--- src/hdl/pjsp_pkg.sv ---
package pjsp_pkg;

    // Stream framing constants.
    localparam int MARK_LEN      = 34;
    localparam int HEADER_BYTES  = 290;
    localparam int FOOTER_BYTES  = 7;
    localparam int WIDTH_OFFSET  = 0;
    localparam int HEIGHT_OFFSET = 2;

    localparam int MARK_POS_W = 6;
    localparam int HDR_POS_W  = 9;
    localparam int FOOTER_W   = 3;
    localparam int LIMIT_W    = 25;
    localparam int COUNT_W    = 25;

    // Bytes of the copy count pattern.
    localparam logic [7:0] COPY_PAT_0 = 8'h02;
    localparam logic [7:0] COPY_PAT_1 = 8'h00;
    localparam logic [7:0] COPY_PAT_2 = 8'h09;

    // Operation codes.
    localparam logic OP_DATA    = 1'b0;
    localparam logic OP_PREPARE = 1'b1;

    // Event codes.
    localparam logic [2:0] EV_NONE     = 3'd0;
    localparam logic [2:0] EV_PIXEL    = 3'd1;
    localparam logic [2:0] EV_HEADER   = 3'd2;
    localparam logic [2:0] EV_IMG_DONE = 3'd3;
    localparam logic [2:0] EV_JOB_DONE = 3'd4;
    localparam logic [2:0] EV_ERROR    = 3'd5;

    // Stage codes as reported on the result.
    localparam logic [2:0] SC_SCAN    = 3'd0;
    localparam logic [2:0] SC_HEADER  = 3'd1;
    localparam logic [2:0] SC_PAYLOAD = 3'd2;
    localparam logic [2:0] SC_FOOTER  = 3'd3;
    localparam logic [2:0] SC_DONE    = 3'd4;
    localparam logic [2:0] SC_ERROR   = 3'd5;

    // Register index of the image size limit.
    localparam logic REG_MAX_IMAGE = 1'b0;
    localparam logic [LIMIT_W-1:0] MAX_IMAGE_RESET = 25'd4194304;

    typedef enum logic [5:0] {
        ST_SCAN    = 6'b000001,
        ST_HEADER  = 6'b000010,
        ST_PAYLOAD = 6'b000100,
        ST_FOOTER  = 6'b001000,
        ST_DONE    = 6'b010000,
        ST_ERROR   = 6'b100000
    } t_stage;

    typedef struct packed {
        logic       operation;
        logic [7:0] data_byte;
    } t_in_req;

    typedef struct packed {
        logic [2:0]  event_res;
        logic [7:0]  pixel_value;
        logic [23:0] pixel_index;
        logic [15:0] image_width;
        logic [15:0] image_height;
        logic [7:0]  copy_count;
        logic [2:0]  stage;
    } t_out_res;

    // Characters of the job marker, CR LF at the end.
    function automatic logic [7:0] marker_char(input logic [MARK_POS_W-1:0] pos);
        logic [7:0] c;
        case (pos)
            6'd0:  c = "@";
            6'd1:  c = "P";
            6'd2:  c = "J";
            6'd3:  c = "L";
            6'd4:  c = " ";
            6'd5:  c = "E";
            6'd6:  c = "N";
            6'd7:  c = "T";
            6'd8:  c = "E";
            6'd9:  c = "R";
            6'd10: c = " ";
            6'd11: c = "L";
            6'd12: c = "A";
            6'd13: c = "N";
            6'd14: c = "G";
            6'd15: c = "U";
            6'd16: c = "A";
            6'd17: c = "G";
            6'd18: c = "E";
            6'd19: c = "=";
            6'd20: c = "S";
            6'd21: c = "O";
            6'd22: c = "N";
            6'd23: c = "Y";
            6'd24: c = "-";
            6'd25: c = "P";
            6'd26: c = "D";
            6'd27: c = "L";
            6'd28: c = "-";
            6'd29: c = "D";
            6'd30: c = "S";
            6'd31: c = "2";
            6'd32: c = 8'd13;
            6'd33: c = 8'd10;
            default: c = 8'h00;
        endcase
        return c;
    endfunction

    // Reported code of a stage.
    function automatic logic [2:0] stage_code(input t_stage s);
        logic [2:0] c;
        unique case (s)
            ST_SCAN:    c = SC_SCAN;
            ST_HEADER:  c = SC_HEADER;
            ST_PAYLOAD: c = SC_PAYLOAD;
            ST_FOOTER:  c = SC_FOOTER;
            ST_DONE:    c = SC_DONE;
            ST_ERROR:   c = SC_ERROR;
            default:    c = SC_ERROR;
        endcase
        return c;
    endfunction

endpackage

--- src/hdl/print_job_stream_parser.sv ---
// Print job stream parser.
//
// Requests enter on the i_in_* channel, one stream byte or a prepare
// operation each, and every request gives exactly one result on the o_out_*
// channel. Both channels use valid and ready.
// The parser hunts for the job marker, collects the binary header, checks
// the image size against the limit register, passes out the pixel bytes with
// their indexes and then skips the footer.
// The result is registered: a request accepted at one edge has its result valid
// after that edge. One request is taken in every cycle unless a held result
// stalls it; all work for a byte is a table compare, counter updates and one
// 16 by 16 multiply, done between the request and the result register.
// When the receiver stalls, the result is held and o_in_ready stays high only
// if the held result is taken in the same cycle, so nothing is lost.
// Reset clears the parse state, sets the limit register to 4194304 and
// empties the result register. The limit is to be written over the APB port
// at address 0 while the block is idle; the block itself does not enforce it.
module print_job_stream_parser (
    input  logic                     i_clk,
    input  logic                     i_rst_n,
    input  logic                     i_in_valid,
    output logic                     o_in_ready,
    input  pjsp_pkg::t_in_req        i_in_data,
    output logic                     o_out_valid,
    input  logic                     i_out_ready,
    output pjsp_pkg::t_out_res       o_out_data,
    input  logic                     psel,
    input  logic                     penable,
    input  logic                     pwrite,
    input  logic                     paddr,
    input  logic [31:0]              pwdata,
    output logic [31:0]              prdata,
    output logic                     pready
);

    pjsp_pkg::t_stage                      r_stage, n_stage;
    logic [pjsp_pkg::MARK_POS_W-1:0]       r_mpos, n_mpos;
    logic [pjsp_pkg::HDR_POS_W-1:0]        r_hpos, n_hpos;
    logic [31:0]                           r_window, n_window;
    logic [15:0]                           r_width, n_width;
    logic [15:0]                           r_height, n_height;
    logic [7:0]                            r_copies, n_copies;
    logic                                  r_copies_found, n_copies_found;
    logic [pjsp_pkg::COUNT_W-1:0]          r_total, n_total;
    logic [pjsp_pkg::COUNT_W-1:0]          r_pix, n_pix;
    logic [pjsp_pkg::FOOTER_W-1:0]         r_foot, n_foot;
    logic [pjsp_pkg::LIMIT_W-1:0]          r_max;
    logic                                  r_out_valid;
    pjsp_pkg::t_out_res                    r_out;
    pjsp_pkg::t_out_res                    n_res;

    logic                                  in_acc;
    logic                                  cfg_wr;
    logic [7:0]                            b;
    logic [pjsp_pkg::MARK_POS_W-1:0]       mpos_eff;
    logic [15:0]                           hb_width;
    logic [15:0]                           hb_height;
    logic [31:0]                           prod;
    logic [pjsp_pkg::HDR_POS_W:0]          hpos_inc;
    logic                                  hdr_last;
    logic                                  hdr_bad;
    logic                                  copy_hit;
    logic [pjsp_pkg::COUNT_W-1:0]          pix_inc;
    logic [pjsp_pkg::FOOTER_W-1:0]         foot_dec;

    assign in_acc     = i_in_valid && o_in_ready;
    assign o_in_ready = !r_out_valid || i_out_ready;
    assign o_out_valid = r_out_valid;
    assign o_out_data  = r_out;
    assign b          = i_in_data.data_byte;

    // Configuration port: always ready, one register at address zero.
    assign pready = 1'b1;
    assign cfg_wr = psel && penable && pwrite && pready;
    assign prdata = (paddr == pjsp_pkg::REG_MAX_IMAGE)
                  ? {{(32-pjsp_pkg::LIMIT_W){1'b0}}, r_max} : 32'd0;

    always_ff @(posedge i_clk) begin
        if (!i_rst_n) begin
            r_max <= pjsp_pkg::MAX_IMAGE_RESET;
        end else if (cfg_wr && paddr == pjsp_pkg::REG_MAX_IMAGE) begin
            r_max <= pwdata[pjsp_pkg::LIMIT_W-1:0];
        end
    end

    // Header field capture for the current byte, big-endian dimensions.
    always_comb begin
        hb_width  = r_width;
        hb_height = r_height;
        if (r_hpos == pjsp_pkg::HDR_POS_W'(pjsp_pkg::WIDTH_OFFSET)) begin
            hb_width[15:8] = b;
        end
        if (r_hpos == pjsp_pkg::HDR_POS_W'(pjsp_pkg::WIDTH_OFFSET + 1)) begin
            hb_width[7:0] = b;
        end
        if (r_hpos == pjsp_pkg::HDR_POS_W'(pjsp_pkg::HEIGHT_OFFSET)) begin
            hb_height[15:8] = b;
        end
        if (r_hpos == pjsp_pkg::HDR_POS_W'(pjsp_pkg::HEIGHT_OFFSET + 1)) begin
            hb_height[7:0] = b;
        end
    end

    // Size check on the final header byte.
    assign prod     = hb_width * hb_height;
    assign hpos_inc = {1'b0, r_hpos} + 1'b1;
    assign hdr_last = hpos_inc >= (pjsp_pkg::HDR_POS_W+1)'(pjsp_pkg::HEADER_BYTES);
    assign hdr_bad  = (hb_width == 16'd0) || (hb_height == 16'd0)
                   || (prod > {{(32-pjsp_pkg::LIMIT_W){1'b0}}, r_max});

    // Copy pattern: the three bytes before the one four places on.
    assign copy_hit = !r_copies_found && (r_hpos >= pjsp_pkg::HDR_POS_W'(4))
                   && (r_window[31:8] == {pjsp_pkg::COPY_PAT_0, pjsp_pkg::COPY_PAT_1,
                                          pjsp_pkg::COPY_PAT_2});

    assign mpos_eff = (r_mpos >= pjsp_pkg::MARK_POS_W'(pjsp_pkg::MARK_LEN))
                    ? '0 : r_mpos;
    assign pix_inc  = r_pix + 1'b1;
    assign foot_dec = (r_foot != '0) ? r_foot - 1'b1 : r_foot;

    // Next parse state and the result of one request.
    always_comb begin
        n_stage        = r_stage;
        n_mpos         = r_mpos;
        n_hpos         = r_hpos;
        n_window       = r_window;
        n_width        = r_width;
        n_height       = r_height;
        n_copies       = r_copies;
        n_copies_found = r_copies_found;
        n_total        = r_total;
        n_pix          = r_pix;
        n_foot         = r_foot;
        n_res          = '0;
        n_res.event_res = pjsp_pkg::EV_NONE;

        if (i_in_data.operation == pjsp_pkg::OP_PREPARE) begin
            n_stage        = pjsp_pkg::ST_SCAN;
            n_mpos         = '0;
            n_hpos         = '0;
            n_window       = '0;
            n_width        = '0;
            n_height       = '0;
            n_copies       = 8'd1;
            n_copies_found = 1'b0;
            n_total        = '0;
            n_pix          = '0;
            n_foot         = '0;
        end else begin
            unique case (r_stage)
                pjsp_pkg::ST_SCAN: begin
                    if (b == pjsp_pkg::marker_char(mpos_eff)) begin
                        if (mpos_eff == pjsp_pkg::MARK_POS_W'(pjsp_pkg::MARK_LEN - 1)) begin
                            n_mpos         = '0;
                            n_stage        = pjsp_pkg::ST_HEADER;
                            n_hpos         = '0;
                            n_window       = '0;
                            n_width        = '0;
                            n_height       = '0;
                            n_copies       = 8'd1;
                            n_copies_found = 1'b0;
                        end else begin
                            n_mpos = mpos_eff + 1'b1;
                        end
                    end else if (b == pjsp_pkg::marker_char('0)) begin
                        n_mpos = pjsp_pkg::MARK_POS_W'(1);
                    end else begin
                        n_mpos = '0;
                    end
                end
                pjsp_pkg::ST_HEADER: begin
                    n_width  = hb_width;
                    n_height = hb_height;
                    if (copy_hit) begin
                        n_copies_found = 1'b1;
                        n_copies       = (b != 8'd0) ? b : 8'd1;
                    end
                    n_window = {r_window[23:0], b};
                    n_hpos   = hpos_inc[pjsp_pkg::HDR_POS_W-1:0];
                    if (hdr_last) begin
                        if (hdr_bad) begin
                            n_stage         = pjsp_pkg::ST_ERROR;
                            n_res.event_res = pjsp_pkg::EV_ERROR;
                        end else begin
                            n_total         = prod[pjsp_pkg::COUNT_W-1:0];
                            n_pix           = '0;
                            n_foot          = pjsp_pkg::FOOTER_W'(pjsp_pkg::FOOTER_BYTES);
                            n_stage         = pjsp_pkg::ST_PAYLOAD;
                            n_res.event_res = pjsp_pkg::EV_HEADER;
                        end
                    end
                end
                pjsp_pkg::ST_PAYLOAD: begin
                    n_res.event_res   = pjsp_pkg::EV_PIXEL;
                    n_res.pixel_value = b;
                    n_res.pixel_index = r_pix[23:0];
                    n_pix             = pix_inc;
                    if (pix_inc >= r_total) begin
                        n_stage = pjsp_pkg::ST_FOOTER;
                        n_foot  = pjsp_pkg::FOOTER_W'(pjsp_pkg::FOOTER_BYTES);
                    end
                end
                pjsp_pkg::ST_FOOTER: begin
                    n_foot = foot_dec;
                    if (foot_dec == '0) begin
                        n_stage         = pjsp_pkg::ST_DONE;
                        n_res.event_res = pjsp_pkg::EV_JOB_DONE;
                    end else begin
                        n_res.event_res = pjsp_pkg::EV_IMG_DONE;
                    end
                end
                default: begin
                    // Complete and error stages drop the byte.
                end
            endcase
        end

        n_res.image_width  = n_width;
        n_res.image_height = n_height;
        n_res.copy_count   = n_copies;
        n_res.stage        = pjsp_pkg::stage_code(n_stage);
    end

    // Parse state registers, advanced on each accepted request.
    always_ff @(posedge i_clk) begin
        if (!i_rst_n) begin
            r_stage        <= pjsp_pkg::ST_SCAN;
            r_mpos         <= '0;
            r_hpos         <= '0;
            r_window       <= '0;
            r_width        <= '0;
            r_height       <= '0;
            r_copies       <= 8'd1;
            r_copies_found <= 1'b0;
            r_total        <= '0;
            r_pix          <= '0;
            r_foot         <= '0;
        end else if (in_acc) begin
            r_stage        <= n_stage;
            r_mpos         <= n_mpos;
            r_hpos         <= n_hpos;
            r_window       <= n_window;
            r_width        <= n_width;
            r_height       <= n_height;
            r_copies       <= n_copies;
            r_copies_found <= n_copies_found;
            r_total        <= n_total;
            r_pix          <= n_pix;
            r_foot         <= n_foot;
        end
    end

    // Result register: filled on a request, emptied when the receiver takes it.
    always_ff @(posedge i_clk) begin
        if (!i_rst_n) begin
            r_out_valid <= 1'b0;
        end else if (in_acc) begin
            r_out_valid <= 1'b1;
        end else if (i_out_ready) begin
            r_out_valid <= 1'b0;
        end
    end

    always_ff @(posedge i_clk) begin
        if (in_acc) begin
            r_out <= n_res;
        end
    end

    // The pixel count stays below the image size throughout the payload.
    a_pix_below_total: assert property (@(posedge i_clk) disable iff (!i_rst_n)
        (r_stage == pjsp_pkg::ST_PAYLOAD) |-> (r_pix < r_total))
        else $error("pixel count reached image size inside payload");

    // An accepted header always carries non-zero dimensions and copies.
    a_header_sane: assert property (@(posedge i_clk) disable iff (!i_rst_n)
        (o_out_valid && o_out_data.event_res == pjsp_pkg::EV_HEADER) |->
        (o_out_data.image_width != 16'd0 && o_out_data.image_height != 16'd0
         && o_out_data.copy_count != 8'd0
         && o_out_data.stage == pjsp_pkg::SC_PAYLOAD))
        else $error("header accepted with bad fields");

    // Pixel results only come out of the payload, ending in payload or footer.
    a_pixel_stage: assert property (@(posedge i_clk) disable iff (!i_rst_n)
        (o_out_valid && o_out_data.event_res == pjsp_pkg::EV_PIXEL) |->
        (o_out_data.stage == pjsp_pkg::SC_PAYLOAD
         || o_out_data.stage == pjsp_pkg::SC_FOOTER))
        else $error("pixel result outside payload");

endmodule

--- config.mk ---
export PLATFORM = sky130hd
export DESIGN_NAME = print_job_stream_parser
export DESIGN_NICKNAME = d
export VERILOG_FILES = /design/src/hdl/pjsp_pkg.sv /design/src/hdl/print_job_stream_parser.sv
export SDC_FILE = /design/constraint.sdc
export NUM_CORES = 1
export LEC_CHECK = 0
export BUFFER_PORTS_ARGS = -buffer_cell sky130_fd_sc_hd__buf_2
export CORE_MARGIN = 10
export CORE_UTILIZATION = 35
export CTS_CLUSTER_DIAMETER = 40
export DETAILED_ROUTE_END_ITERATION = 10
export RECOVER_POWER = 50
export SLEW_MARGIN = 20
export SYNTH_ARGS = -nofsm -noshare
export SYNTH_HDL_FRONTEND = slang
export SYNTH_SLANG_ARGS = --single-unit
--- constraint.sdc ---
create_clock -name i_clk -period 25.3 [get_ports i_clk]
set_input_delay 0 -clock i_clk [delete_from_list [all_inputs] [get_ports i_clk]]
set_output_delay 0 -clock i_clk [all_outputs]
set_load 0.01 [all_outputs]
* After elaboration in Yosys (flattened, before gate mapping)
Memory sizes are Yosys's and may differ from the RTL's.
Cells that the tools add are included.
** Operators by class
- Equality and inequality tests :: 23
- $mul :: 1
- $lt $le $gt $ge :: 5
- Mux-type cells :: 69
- Add/subtract/negate cells :: 4
- Reductions and logical operators :: 31
- Bitwise gates (word level) :: 2
** Operator list (number)
- $mux 25 :: 8
- $mux 16 :: 6
- $mux 32 :: 3
- $mux 8 :: 11
- $mux 6 :: 12
- $pmux 16 s2 :: 2
- $pmux 32 s2 :: 1
- $pmux 25 s2 :: 1
- $gt 32x25->1 :: 1
- $logic_not 16->1 :: 2
- $mul 16x16->32 :: 1
- $mux 9 :: 3
- $add 25x1->25 const B :: 1
- $ge 25x25->1 :: 1
- $eq 24x18->1 const B :: 1
- $mux 3 :: 8
- $pmux 6 s4 :: 1
- $eq 9x2->1 const B :: 2
- $ne 3x3->1 const B :: 6
- $pmux 3 s3 :: 2
- $pmux 9 s2 :: 1
- $pmux 8 s2 :: 1
- $pmux 3 s5 :: 1
- $eq 6x1->1 const B :: 2
- other kinds (31) :: 57
** Word-level totals
- Output and inout bits :: 113
- Input port bits :: 49
- Memory bits (read-only) :: 448
- Logic and storage cells :: 156
- Register bits after elaboration :: 251
- Memories :: 1
** Memories
- (no name shown) :: depth 64, bits a word 7, read ports 1, clocked after memory_dff 0, write ports 0, RTL line pjsp_pkg.sv:72 : case (pos)

* Longest topological paths before layout
- Word-level depth :: 11
- Depth in mapped cells :: 41
- Mapped depth without buffers :: 37

* Least setup slack after synthesis
No wires, ideal clock.
- Kind :: register to register
- From :: register r_hpos[0] (netlist bit)
- To :: register r_out (netlist bit o_out_data[2]) (data pin)
- Data arrival time :: 9373 ps
- Cell stages (with the launch flop) :: 36
- Path slack :: 15766 ps
- Buffers on the path :: 4
- Path through :: dfxtp_1 > ha_1 > clkbuf_1 > nand3_1 > clkbuf_1 > a21oi_1 > clkbuf_1 > nor2_1 > fa_1 > inv_1 > fa_1 > inv_1 > fa_1 > fa_1 > fa_1 > inv_1 > fa_1 > inv_1 > ha_1 > clkbuf_1 > nand2_1 > o41ai_2 > a21oi_1 > xnor2_1 > ha_1 > nand4_1 > nor4_1 > a21o_1 > a21oi_1 > nor4_1 > o211ai_1 > nor4_4 > nand3_2 > nand2_1 > mux2_2 > a41oi_1
** RTL lines
- from (decl) :: RTL line print_job_stream_parser.sv:38 : logic [pjsp_pkg::HDR_POS_W-1:0] r_hpos, n_hpos;
- from (signal assigned) :: RTL line print_job_stream_parser.sv:241 : r_hpos <= n_hpos;
- to (signal assigned) :: RTL line print_job_stream_parser.sv:266 : r_out <= n_res;
- to (decl) :: RTL line print_job_stream_parser.sv:49 : pjsp_pkg::t_out_res r_out;

* Worst setup path in the final report
- From :: register r_hpos[8] (netlist bit)
- To :: register r_pix[15] (netlist bit)
** On the way
- Cells in the longest elaborated chain, start to end :: 7
- Elaborated cells between the ends (all ways) :: 19
- Those cells by class :: add/sub: 1; mul: 1; order compare: 2; eq/ne: 5; mux: 4; reduce/logical: 6
** Ends and longest elaborated chain
- $eq 9x1->1, or another cell as far along :: RTL line print_job_stream_parser.sv:93 : if (r_hpos == pjsp_pkg::HDR_POS_W'(pjsp_pkg::WIDTH_OFFSET + 1)) begin
- $mux 8, on equally long branches
- $mul 16x16->32 / $logic_not 16->1 (equally long branches) :: RTL line print_job_stream_parser.sv:105, print_job_stream_parser.sv:108
- $gt 32x25->1 / $logic_or 1x1->1 (equally long branches) :: RTL line print_job_stream_parser.sv:109, print_job_stream_parser.sv:108
- $logic_or 1x1->1 :: RTL line print_job_stream_parser.sv:109 : || (prod > {{(32-pjsp_pkg::LIMIT_W){1'b0}}, r_max});
- $ne 3x3->1 (no line)
- $reduce_and 4->1 (no line) *
- to (signal assigned) :: RTL line print_job_stream_parser.sv:248 : r_pix <= n_pix;
- to (decl) :: RTL line print_job_stream_parser.sv:45 : logic [pjsp_pkg::COUNT_W-1:0] r_pix, n_pix;
Every way passes the cells marked *; elsewhere a longest branch is shown, timed or not.
A chain may end at the register's enable or synchronous reset.

==> impl_metrics.json <==
{
  "path_clk_slew_ns": 0.06,
  "htree_levels": 2,
  "dp_slack_ns": 13.35,
  "violations": "max-capacitance violations, max-slew violations",
  "setup_tns_ns": 0,
  "grt_pass1_vias": 18130,
  "nFillCells": 6394,
  "syn_inst": 2661,
  "required_ns": 25.76,
  "clock.fmax_mhz": 83.56,
  "ant_nets": 0,
  "reg2reg_depth": 31,
  "overflow": 0,
  "route.met3.wl_um": 3264,
  "fin_cells": 3660,
  "slew_viol_final": 330,
  "wire_per_inst_um": 17.14,
  "drc": 0,
  "grt_util_all_layers": 0.1677,
  "final_net_count": 3192,
  "timing.rr.start": "r_hpos[8]",
  "route.met2.wl_um": 31180,
  "yosysTopAreaCell": "fa_1",
  "synth_fa_ha_area_frac": 0.2685,
  "rsz0062_at_grt": "no",
  "cap_violations": 5,
  "core_area_um2": 63200,
  "r2r_end": "r_pix[15]",
  "ff_latch_area_um2": 5806,
  "fin_total_pwr_uw": 1077,
  "vias": 18710,
  "clockRootBuffer": "clkbuf_16",
  "synthFlopType": "dfxtp_1",
  "wirelength_met1_um": 26720,
  "end_kind": "register",
  "crit_type": "reg2reg",
  "drt-total-wl_um": 62730,
  "viasPerCell": 5.111,
  "hpwlAfterDp_um": 47090,
  "top_layer_used": "met4",
  "syn_area_um2": 22340,
  "place_congestion": 0.8725,
  "cellPowerDensity_nw_per_um2": 42.33,
  "initial_core_util": 0.3535,
  "antenna_found_initial": 2,
  "synth-edff-count": 78,
  "cts_sinks": 251,
  "cp.arrival_ns": 12.43,
  "outcome": "complete, but fails checks",
  "period_minus_slack_ns": 11.97,
  "cp-endpoint": "r_pix[15]",
  "cts_tree": "built",
  "cpPeakStageDelay_ns": 1.12,
  "cp-startpoint": "r_hpos[8]",
  "timing.slew.headroom": -1.454,
  "synth_top_family_by_area": "adder cells",
  "synthMuxAreaShare": 0.03623,
  "worst_pin_slew_ns": 3.681,
  "dr.pass1.iters": 7,
  "ir_drop_v": 0.00003525,
  "crit_slowest_cell": "a21oi_1",
  "synth_cell_type_count": 85,
  "grt_pass1_wl_um": 101200,
  "die-height_um": 272.7,
  "fin_ws_ns": 13.33,
  "cp-start-kind": "register",
  "area_growth_pct": 13.90,
  "hold_viol": 0,
  "skew_ns": 0.01888,
  "die_x_um": 272.7,
  "cp_max_fo": 20,
  "layout-drive-gt1-share": 0.07041,
  "synth_top_area_frac": 0.1738,
  "synth_compound_area_frac": 0.1264,
  "holdCritPathClass": "in2reg",
  "worst_path_most_repeated_cell": "fa_1",
  "multi_input_area_um2": 14830,
  "ys_seq_elements": 251,
  "clock_latency_ns": 0.55,
  "io_buffers": 146,
  "drt_iter0_drc": 1278,
  "ys.warnings.count": 0,
  "fin_crit_sh": 0.4730,
  "reg2reg_slack_ns": 13.33,
  "pin_count": 162,
  "clock_path_buffers": 3,
  "synth.avg_cell_area_um2": 8.396,
  "cts_made_buffers": 40,
  "synthXorXnorAreaFrac": 0.02587,
  "synth-seq-area-share": 0.2598,
  "post-place-cells": 3546,
  "leakage_uw": 0.01067,
  "setup_viol": 0,
  "grt_max_degree": 91,
  "rows": 92,
  "synth-simple-area-share": 0.2029,
  "postCtsSetupBuffers": 0,
  "synth-async-reset-ratio": 0,
  "dieArea_um2": 74340,
  "synth.area.top_cells": "fa_1 17%, dfxtp_1 16%, edfxtp_1 10%"
}
per-stage QoR:
stage | instance area [um^2] | hold WS (ns) | util
finish | 25450 | 0.2019 | 0.4027
global route | 25450 | 0.2503 | 0.4027
CTS | 25550 | 0.1720 | 0.4042
detailed placement | 23810 | 0.2416 | 0.3767
global placement | 23800 | 0.2380 | 0.3767
floorplan | 22370 | 0.1360 | -
registers in the layout, indices dropped and copies added (netlist names):
register and cells:
r_hpos 9, r_width 16, r_foot 3, r_window 32, r_copies 8, r_height 16, r_total 25, o_out_data 78
r_copies_found 1, r_mpos 6, r_pix 25, r_stage 6, r_max 25, o_out_valid 1
cell usage after synthesis, types with 21 or more instances:
master	instances
a21oi_1	112
ha_1	169
nor3_1	27
fa_1	194
mux2i_1	46
clkbuf_1	108
mux2_2	25
nand4_1	29
and2_1	53
o21ai_0	70
a21boi_0	67
nor2_1	304
edfxtp_1	78
nand3_1	35
dfxtp_1	173
and3_1	23
xor2_1	25
nand2b_1	21
inv_1	313
nand2_1	438
a31oi_1	63
xnor2_1	41
power by group:
group          leakage [uW]  internal (uW)  switching [uW]
Sequential          0.00218            423            3.01
Clock              0.000671            349             211
Combinational       0.00782           27.1            63.3
Total                0.0107            799             278
area by class of cell:
| class | count | share of cell area |
|---|---|---|
| Clock inverter | 29 | 0.01244 |
| Timing Repair Buffer | 213 | 0.04700 |
| Inverter | 314 | 0.04636 |
| Clock buffer | 45 | 0.04169 |
| Sequential cell | 251 | 0.2281 |
| Tap cell | 846 | 0.04160 |
| Multi-Input combinational cell | 1960 | 0.5826 |
| Antenna cell | 2 | 0.0001967 |
metal layers:
layer  track usage  vias to the layer above
met5             0                        -
met4       0.05088                        0
met3       0.02114                       89
met2        0.2894                      498
met1        0.2152                     9092
li1              -                     9028
worst max-delay path, delay by kind of cell (launching register included):
family                   cells  cell delay (ns)
AND/OR/NAND/NOR              8             2.70
flip-flops                   1             0.37
adder cells (fa/ha/maj)      8             3.97
buffers and inverters        5             0.28
XOR/XNOR                     1             0.38
AO/OA/AOI/OAI                9             4.17
how the worst min path moves through the flow:
| stage | start | end | slack [ns] | depth (start not counted) |
|---|---|---|---|---|
| after floorplan | i_in_data[4] | r_window[4] | 0.14 | 2 |
| after global placement | pwdata[22] | r_max[22] | 0.24 | 3 |
| after detailed placement | pwdata[22] | r_max[22] | 0.24 | 3 |
| after CTS | i_in_data[8] | r_stage[5] | 0.17 | 4 |
| after global routing | i_in_data[8] | r_stage[5] | 0.25 | 4 |
| final | i_in_data[8] | r_stage[5] | 0.20 | 4 |
kinds of logic (layout without fill, tap and decap cells):
kind of cell | Yosys count | in the layout
other cells | 2 | 10
flops | 251 | 251
mux | 74 | 74
fa+ha+maj | 363 | 363
compound gates | 437 | 437
simple gates | 1012 | 1012
xor+xnor | 66 | 66
buf+inv | 456 | 601
cells in the final DEF, fill, tap and decap left out, types with 17 or more instances in the layout:
| cell | n |
|---|---|
| nand2_1 | 437 |
| inv_1 | 313 |
| nor2_1 | 303 |
| fa_1 | 194 |
| dfxtp_1 | 173 |
| ha_1 | 169 |
| clkbuf_1 | 113 |
| a21oi_1 | 108 |
| edfxtp_1 | 78 |
| o21ai_0 | 70 |
| a21boi_0 | 67 |
| a31oi_1 | 63 |
| mux2i_1 | 43 |
| xnor2_1 | 41 |
| clkbuf_16 | 41 |
| buf_2 | 40 |
| dlygate4sd3_1 | 36 |
| nand3_1 | 34 |
| and2_1 | 32 |
| nand4_1 | 29 |
| nor3_1 | 27 |
| mux2_2 | 25 |
| xor2_1 | 25 |
| buf_4 | 24 |
| and3_1 | 23 |
| nand2b_1 | 21 |
| and2_0 | 21 |
| a21o_1 | 18 |
| nor2b_1 | 17 |
timing repair:
action | CTS | global route
endpoints found under the hold margin | 83 | 0
hold buffers | 36 | 0
resized for setup | 0 | 0
Power figures use the tool's default switching activity.
